## src/rtl/crbb_pkg.sv

```systemverilog
package crbb_pkg;

	localparam int MAX_POINTS = 1024;
	localparam int COORD_BITS = 24;
	localparam int CUTOFF_BITS = 18;

	localparam int IDX_W = (MAX_POINTS > 1) ? $clog2(MAX_POINTS) : 1;
	localparam int CNT_W = $clog2(MAX_POINTS + 1);
	localparam int SQ_W = 2 * COORD_BITS;
	localparam int SUM_W = SQ_W + 2;
	localparam int CUTSQ_W = 2 * CUTOFF_BITS;
	localparam int CMP_W = (SUM_W > CUTSQ_W) ? SUM_W : CUTSQ_W;
	localparam int POINT_W = 3 * COORD_BITS;

	localparam logic [CUTOFF_BITS-1:0] CUTOFF_RESET = CUTOFF_BITS'(32768);
	localparam logic [CUTSQ_W-1:0] CUTSQ_RESET =
		CUTSQ_W'(CUTOFF_RESET) * CUTSQ_W'(CUTOFF_RESET);

	typedef enum logic [1:0] {
		ACT_LOAD_A  = 2'd0,
		ACT_LOAD_B  = 2'd1,
		ACT_COMPUTE = 2'd2,
		ACT_CLEAR   = 2'd3
	} action_t;

	typedef logic [COORD_BITS-1:0] coord_t;

	// axis 0 is x, 1 is y, 2 is z
	typedef coord_t [2:0] point_t;

	typedef struct packed {
		action_t                  action;
		logic signed [COORD_BITS-1:0] coord_x;
		logic signed [COORD_BITS-1:0] coord_y;
		logic signed [COORD_BITS-1:0] coord_z;
	} in_item_t;

	typedef struct packed {
		logic                     found_any;
		logic signed [COORD_BITS-1:0] box_min_x;
		logic signed [COORD_BITS-1:0] box_min_y;
		logic signed [COORD_BITS-1:0] box_min_z;
		logic signed [COORD_BITS-1:0] box_max_x;
		logic signed [COORD_BITS-1:0] box_max_y;
		logic signed [COORD_BITS-1:0] box_max_z;
		logic                     load_overflow;
	} out_item_t;

	typedef struct packed {
		logic             load_a;
		logic             load_b;
		logic             clear;
		logic             start;
		logic             pair_valid;
		logic [IDX_W-1:0] idx_a;
		logic [IDX_W-1:0] idx_b;
		logic             publish;
	} cmd_t;

	typedef struct packed {
		logic [CNT_W-1:0] cnt_a;
		logic [CNT_W-1:0] cnt_b;
		logic             pipe_busy;
		logic             out_busy;
	} status_t;

endpackage

```

## src/rtl/crbb_ctrl.sv

```systemverilog
module crbb_ctrl (
	input  logic                clk,
	input  logic                arst_n,
	input  logic                in_valid,
	output logic                in_stall,
	input  crbb_pkg::action_t   action,
	input  crbb_pkg::status_t   status,
	output crbb_pkg::cmd_t      cmd
);

	import crbb_pkg::*;

	typedef enum logic [1:0] {
		ST_IDLE,
		ST_WALK,
		ST_DRAIN,
		ST_FINISH
	} state_t;

	state_t           state_q;
	logic [IDX_W-1:0] ia_q;
	logic [IDX_W-1:0] ib_q;
	logic             accept;
	logic             last_a;
	logic             last_b;

	assign in_stall = (state_q != ST_IDLE);
	assign accept   = in_valid & ~in_stall;
	assign last_a   = (CNT_W'(ia_q) == status.cnt_a - CNT_W'(1));
	assign last_b   = (CNT_W'(ib_q) == status.cnt_b - CNT_W'(1));

	always_comb begin
		cmd            = '0;
		cmd.load_a     = accept & (action == ACT_LOAD_A);
		cmd.load_b     = accept & (action == ACT_LOAD_B);
		cmd.clear      = accept & (action == ACT_CLEAR);
		cmd.start      = accept & (action == ACT_COMPUTE);
		cmd.pair_valid = (state_q == ST_WALK);
		cmd.idx_a      = ia_q;
		cmd.idx_b      = ib_q;
		cmd.publish    = (state_q == ST_FINISH) & ~status.out_busy;
	end

	always_ff @(posedge clk or negedge arst_n) begin
		if (!arst_n) begin
			state_q <= ST_IDLE;
			ia_q    <= '0;
			ib_q    <= '0;
		end else begin
			case (state_q)
				ST_IDLE: begin
					ia_q <= '0;
					ib_q <= '0;
					if (cmd.start) begin
						if ((status.cnt_a != '0) && (status.cnt_b != '0)) begin
							state_q <= ST_WALK;
						end else begin
							state_q <= ST_DRAIN;
						end
					end
				end
				ST_WALK: begin
					if (last_a) begin
						ia_q <= '0;
						if (last_b) begin
							state_q <= ST_DRAIN;
						end else begin
							ib_q <= ib_q + IDX_W'(1);
						end
					end else begin
						ia_q <= ia_q + IDX_W'(1);
					end
				end
				ST_DRAIN: begin
					if (!status.pipe_busy) begin
						state_q <= ST_FINISH;
					end
				end
				ST_FINISH: begin
					if (!status.out_busy) begin
						state_q <= ST_IDLE;
					end
				end
				default: begin
					state_q <= ST_IDLE;
				end
			endcase
		end
	end

endmodule

```

## config.mk

```make
export PLATFORM = sky130hd
export DESIGN_NAME = crbb_ctrl
export DESIGN_NICKNAME = d
export VERILOG_FILES = /design/src/rtl/crbb_pkg.sv /design/src/rtl/crbb_ctrl.sv
export SDC_FILE = /design/constraint.sdc
export NUM_CORES = 1
export LEC_CHECK = 0
export BUFFER_PORTS_ARGS = -buffer_cell sky130_fd_sc_hd__buf_2
export CORE_ASPECT_RATIO = 0.7
export CORE_MARGIN = 2
export CORE_UTILIZATION = 55
export CTS_CLUSTER_SIZE = 40
export DETAILED_ROUTE_END_ITERATION = 8
export PLACE_DENSITY_LB_ADDON = 0.08
export SYNTH_ARGS = -nofsm -noshare
export SYNTH_HDL_FRONTEND = slang
export SYNTH_SLANG_ARGS = --single-unit
```

## constraint.sdc

```tcl
create_clock -name clk -period 5.7 [get_ports clk]
set_clock_uncertainty 0.15 [all_clocks]
set_input_delay 1.14 -clock clk [delete_from_list [all_inputs] [get_ports clk]]
set_output_delay 1.14 -clock clk [all_outputs]
set_load 0.005 [all_outputs]
```

# After elaboration in Yosys (flattened, before gate mapping)
# Cells that the tools add are included.
[classes] add_sub_neg=4 n_eq_ne=14 muxes=12 bitwise=8 reduce_logical=9
[op_table] operator="$pmux 10 s2" n=2
[op_table] operator="$mux 10" n=3
[op_table] operator="$eq 10x11->1" n=2
[op_table] operator="$reduce_bool 11->1" n=2
[op_table] operator="$sub 11x1->11 const B" n=2
[op_table] operator="$add 10x1->10 const B" n=2
[op_table] operator="$mux 2" n=6
[op_table] operator="$eq 2x2->1 const B" n=4
[op_table] operator="$ne 2x2->1 const B" n=4
[op_table] operator="$pmux 2 s4" n=1
[op_table] operator="$and 1x1->1" n=6
[op_table] operator="$reduce_and 5->1" n=1
[op_table] operator="$eq 2x1->1 const B" n=2
[op_table] operator="$logic_not 2->1" n=2
[op_table] operator="$ne 2x1->1 const B" n=2
[op_table] operator="$reduce_bool 2->1" n=2
[op_table] operator="$reduce_and 3->1" n=1
[op_table] operator="$not 1->1" n=2
[op_table] operator="$logic_and 1x1->1" n=1
[totals] register_bits=22 in_bits=29 word_cells=50

# Logic depth before layout (Yosys ltp)
[depth] ltp_word=6 depth_mapped=12

# Least setup slack after synthesis
# OpenSTA, ideal clock, no wires.
[synth_path] path_type="input-to-reg" start="input port status[2] in the netlist's numbering" end="register state_q[0]" setup_ns=0.125 t_arrival_ns=3.129 required_ns=5.425 slack_ns=2.296 cell_stages=11 path_cell_list="inv_1 -> ha_1 -> xor2_1 -> o211ai_1 -> a211oi_1 -> nand3_1 -> or4_1 -> buf_4 -> o21ai_2 -> o211ai_2 -> mux2_4"
[synth_via] elab_chain_cells=5 elab_cells_between_ends=9
[synth_lines] item="start: declaration" line_no="crbb_ctrl.sv:7" text="input crbb_pkg::status_t status,"
[synth_lines] item="branches (longest 5 deep; another with $sub 11x1->11)"
[synth_lines] item="end signal: assignment" line_no="crbb_ctrl.sv:56" text="state_q <= ST_WALK;"
[synth_lines] item="end signal: assignment" line_no="crbb_ctrl.sv:58" text="state_q <= ST_DRAIN;"
[synth_lines] item="end signal: assignment" line_no="crbb_ctrl.sv:66" text="state_q <= ST_DRAIN;"
[synth_lines] item="end: declaration" line_no="crbb_ctrl.sv:20" text="state_t state_q;"
# Parallel ways; which one is timed is not known. The select of a mux whose other input is x is not followed.
# A chain may end at the register's enable or synchronous reset.

# Final worst setup path
# Same ends and word-level chain as after synthesis.

==> results.toml <==
[hold_path]
worstHoldEndpoint = "ia_q[4]"
hold_path_class = "register to register"
hp-start = "ia_q[4]"
hold_depth = 1

[synthesis]
syn-num-nets = 282
yosys.area.top_type_share_pct = 26.7
synth_warnings = 0
yosysMostFrequentCell = "dfrtp_1"
yosysTopAreaCell = "dfrtp_1"
ys_seq_area_share_pct = 26.7
synthArstFlopShare_pct = 100
syn_area_per_cell_um2 = 8.53
synth_ff_type = "dfrtp_1"
syn_inst = 242
ys_top_cells_by_count = "dfrtp_1 (22), nor2_1 (17), xnor2_1 (15), nand3_1 (14)"
syn_area_um2 = 2060
ys_ff_latch = 22
synth.distinct_cells = 54
synth_edf_count = 0
synth.area.top_cells = "dfrtp_1 (27%), ha_1 (6.7%), xnor2_1 (6.4%)"

[power_and_ir_drop]
p_switching_uw = 245
cellInternalPower_uw = 349
p_clk_share_pct = 19.0
comb_power_share_pct = 47.8
sw_frac_of_total_pct = 41.2
seq_power_share_pct = 33.2
p_leak_uw = 0.00117
p_per_area_nw_per_um2 = 246
ir_drop_uv = 163

[global_route]
grt_max_degree = 23
grt_pass1_wl_mm = 8.39
track_usage_pct = 23.9
grt_pass1_vias = 1729
grt.overflow.total = 0
antenna_found_initial = 0

[critical_path]
rr_startpoint = "ia_q[7]"
path_max_fanout = 9
startpoint_type = "input port"
worst_ep_arrival_time_ps = 3620
reg2reg_slack_ps = 2790
required_ps = 5710
critPathKind = "input port to register"
reg2reg_depth = 8
rr_endpoint = "ib_q[9]"
end_kind = "register"

[sta]
slew_headroom_pct = 59.2
final-hold-violation-count = 0
period_needed_ps = 3610
rsz0062_at_grt = "no"
timing.fmax_ghz = 0.277
tightest_slew_ps = 612
slew_violations = 0
period_share_pct = 63.4
worst_slack_ps = 2090
setup-violations-final = 0
finalSetupTns_ps = 0

[detailed_routing]
drtPass1Iterations = 4
drt_iter0_drc = 117
finalWirelength_mm = 4.98
postRouteAntennaNets = 0
route.detailed.drc = 0
dr_wl_met2_mm = 1.90
viasPerCell = 5.68
top_layer = "met3"
num_vias = 1949
dr_wl_met3_um = 288
wl_met1_mm = 2.79
wire_per_inst_um = 14.5

[clocking]
cts.repair.resized = 0
cts.sinks = 22
insertion_delay_ps = 260
cts.clk_slew.worst_paths_ps = 80
cts_made_buffers = 3
root_buffer = "clkbuf_8"
cts_hold_buf = 0
post-cts-setup-buffers = 0
cts_tree = "yes"
clk_path_buf_depth = 2
htreeDepth = 1

[layout]
nFillCells = 300
final_cells = 343
stdcell_area_um2 = 2410
nNetsFinal = 334
antenna_cells = 0
fin_util_pct = 67.8
drive_gt1_share_pct = 25.3
areaGrowthSynthToFinish_pct = 16.9

[placed_design]
dp_hpwl_mm = 3.90
port_buffers = 55
gp_congestion = 0.935
place_ws_ps = 1830
placedCellCount = 339
dpl_cell_area_um2 = 2360

[floorplan]
dieArea_um2 = 4270
die_w_um = 77.2
dieHeight_um = 55.3
num_rows = 18
coreArea_um2 = 3560
num_io_pins = 56
start_util_pct = 58.0

[run_status]
outcome = "complete, no violations"

[run]
maxCapViolCount = 0
==> kinds of logic after synthesis <==
kind of cell	Yosys count	share of synthesized area [%]
muxes	7	3.76
AOI/OAI and AO/OA	56	18.7
adders and majority gates	11	6.67
and+or+nand+nor	100	28.7
DFF	22	26.7
buffers and inverters	19	4.12
xor gates and xnor gates	27	11.5
==> power groups by stage <==
stage	Sequential, µW	Clock (µW)	Combinational [µW]
floorplan	193	0	204
global placement	199	0	276
detailed placement	200	0	281
CTS	197	115	282
global route	200	121	317
finish	197	113	284
==> how the worst max path moves through the flow <==
| stage | startpoint | endpoint |
|---|---|---|
| 5_1_grt | status[13] | ib_q[9] |
| 4_1_cts | status[2] | state_q[0] |
| 3_5_place_dp | status[2] | state_q[0] |
| 3_3_place_gp | status[2] | state_q[0] |
| 2_1_floorplan | status[2] | state_q[0] |
| 6_report | status[2] | state_q[0] |
==> worst max-delay path: stages <==
cell and delay (ps):
buf_2 130, inv_1 70, ha_1 300, xor2_1 160, o211ai_1 100, a211oi_1 280, nand3_1 100, or4_1 680
o21ai_2 210, o211ai_2 130, mux2_4 320
==> cells in the final DEF (no fill, tap or decap), types with 2 or more instances in the layout <==
cell type / count
a31oi_1: 9
a21oi_1: 11
nor3_1: 9
or4_1: 2
nor2_1: 17
and2_1: 3
o21ai_0: 10
and3_1: 12
o2111ai_1: 2
clkbuf_8: 4
ha_1: 11
mux2_2: 2
dfrtp_1: 22
nand2_1: 12
nor2b_1: 5
mux2i_1: 4
a41oi_1: 2
a22o_1: 7
nand3_1: 14
a21o_1: 2
o211ai_1: 2
xor2_1: 12
xnor2_1: 15
or2_2: 2
nor4b_1: 3
or3_1: 2
a22oi_1: 2
buf_2: 55
inv_1: 11
o22ai_1: 2
nand2b_1: 7
==> per-stage QoR <==
stage          power [µW]  hold slack (ps)
3_3_place_gp          475              416
2_1_floorplan         397              383
4_1_cts               594              416
6_report              595              424
3_5_place_dp          481              406
5_1_grt               638              457
==> sequential cells by signal, summed over array words and instances, names as in the netlist <==
register	cells
state_q	2
ia_q	10
ib_q	10
==> cell type report <==
| type | instances | area, µm² | area share [%] |
|---|---|---|---|
| Clock buffer | 4 | 55.1 | 2.28 |
| Timing Repair Buffer | 55 | 275 | 11.4 |
| Inverter | 11 | 41.3 | 1.71 |
| Multi-Input combinational cell | 201 | 1430 | 59.2 |
| Tap cell | 50 | 62.6 | 2.59 |
| Sequential cell | 22 | 551 | 22.8 |
==> metal layers <==
metal / GRT usage (%) / vias up
met4: 1.53 / 0
met5: 0 / -
met2: 30.6 / 59
li1: - / 989
met3: 4.41 / 0
met1: 42.0 / 901
Power figures use the tool's default switching activity.
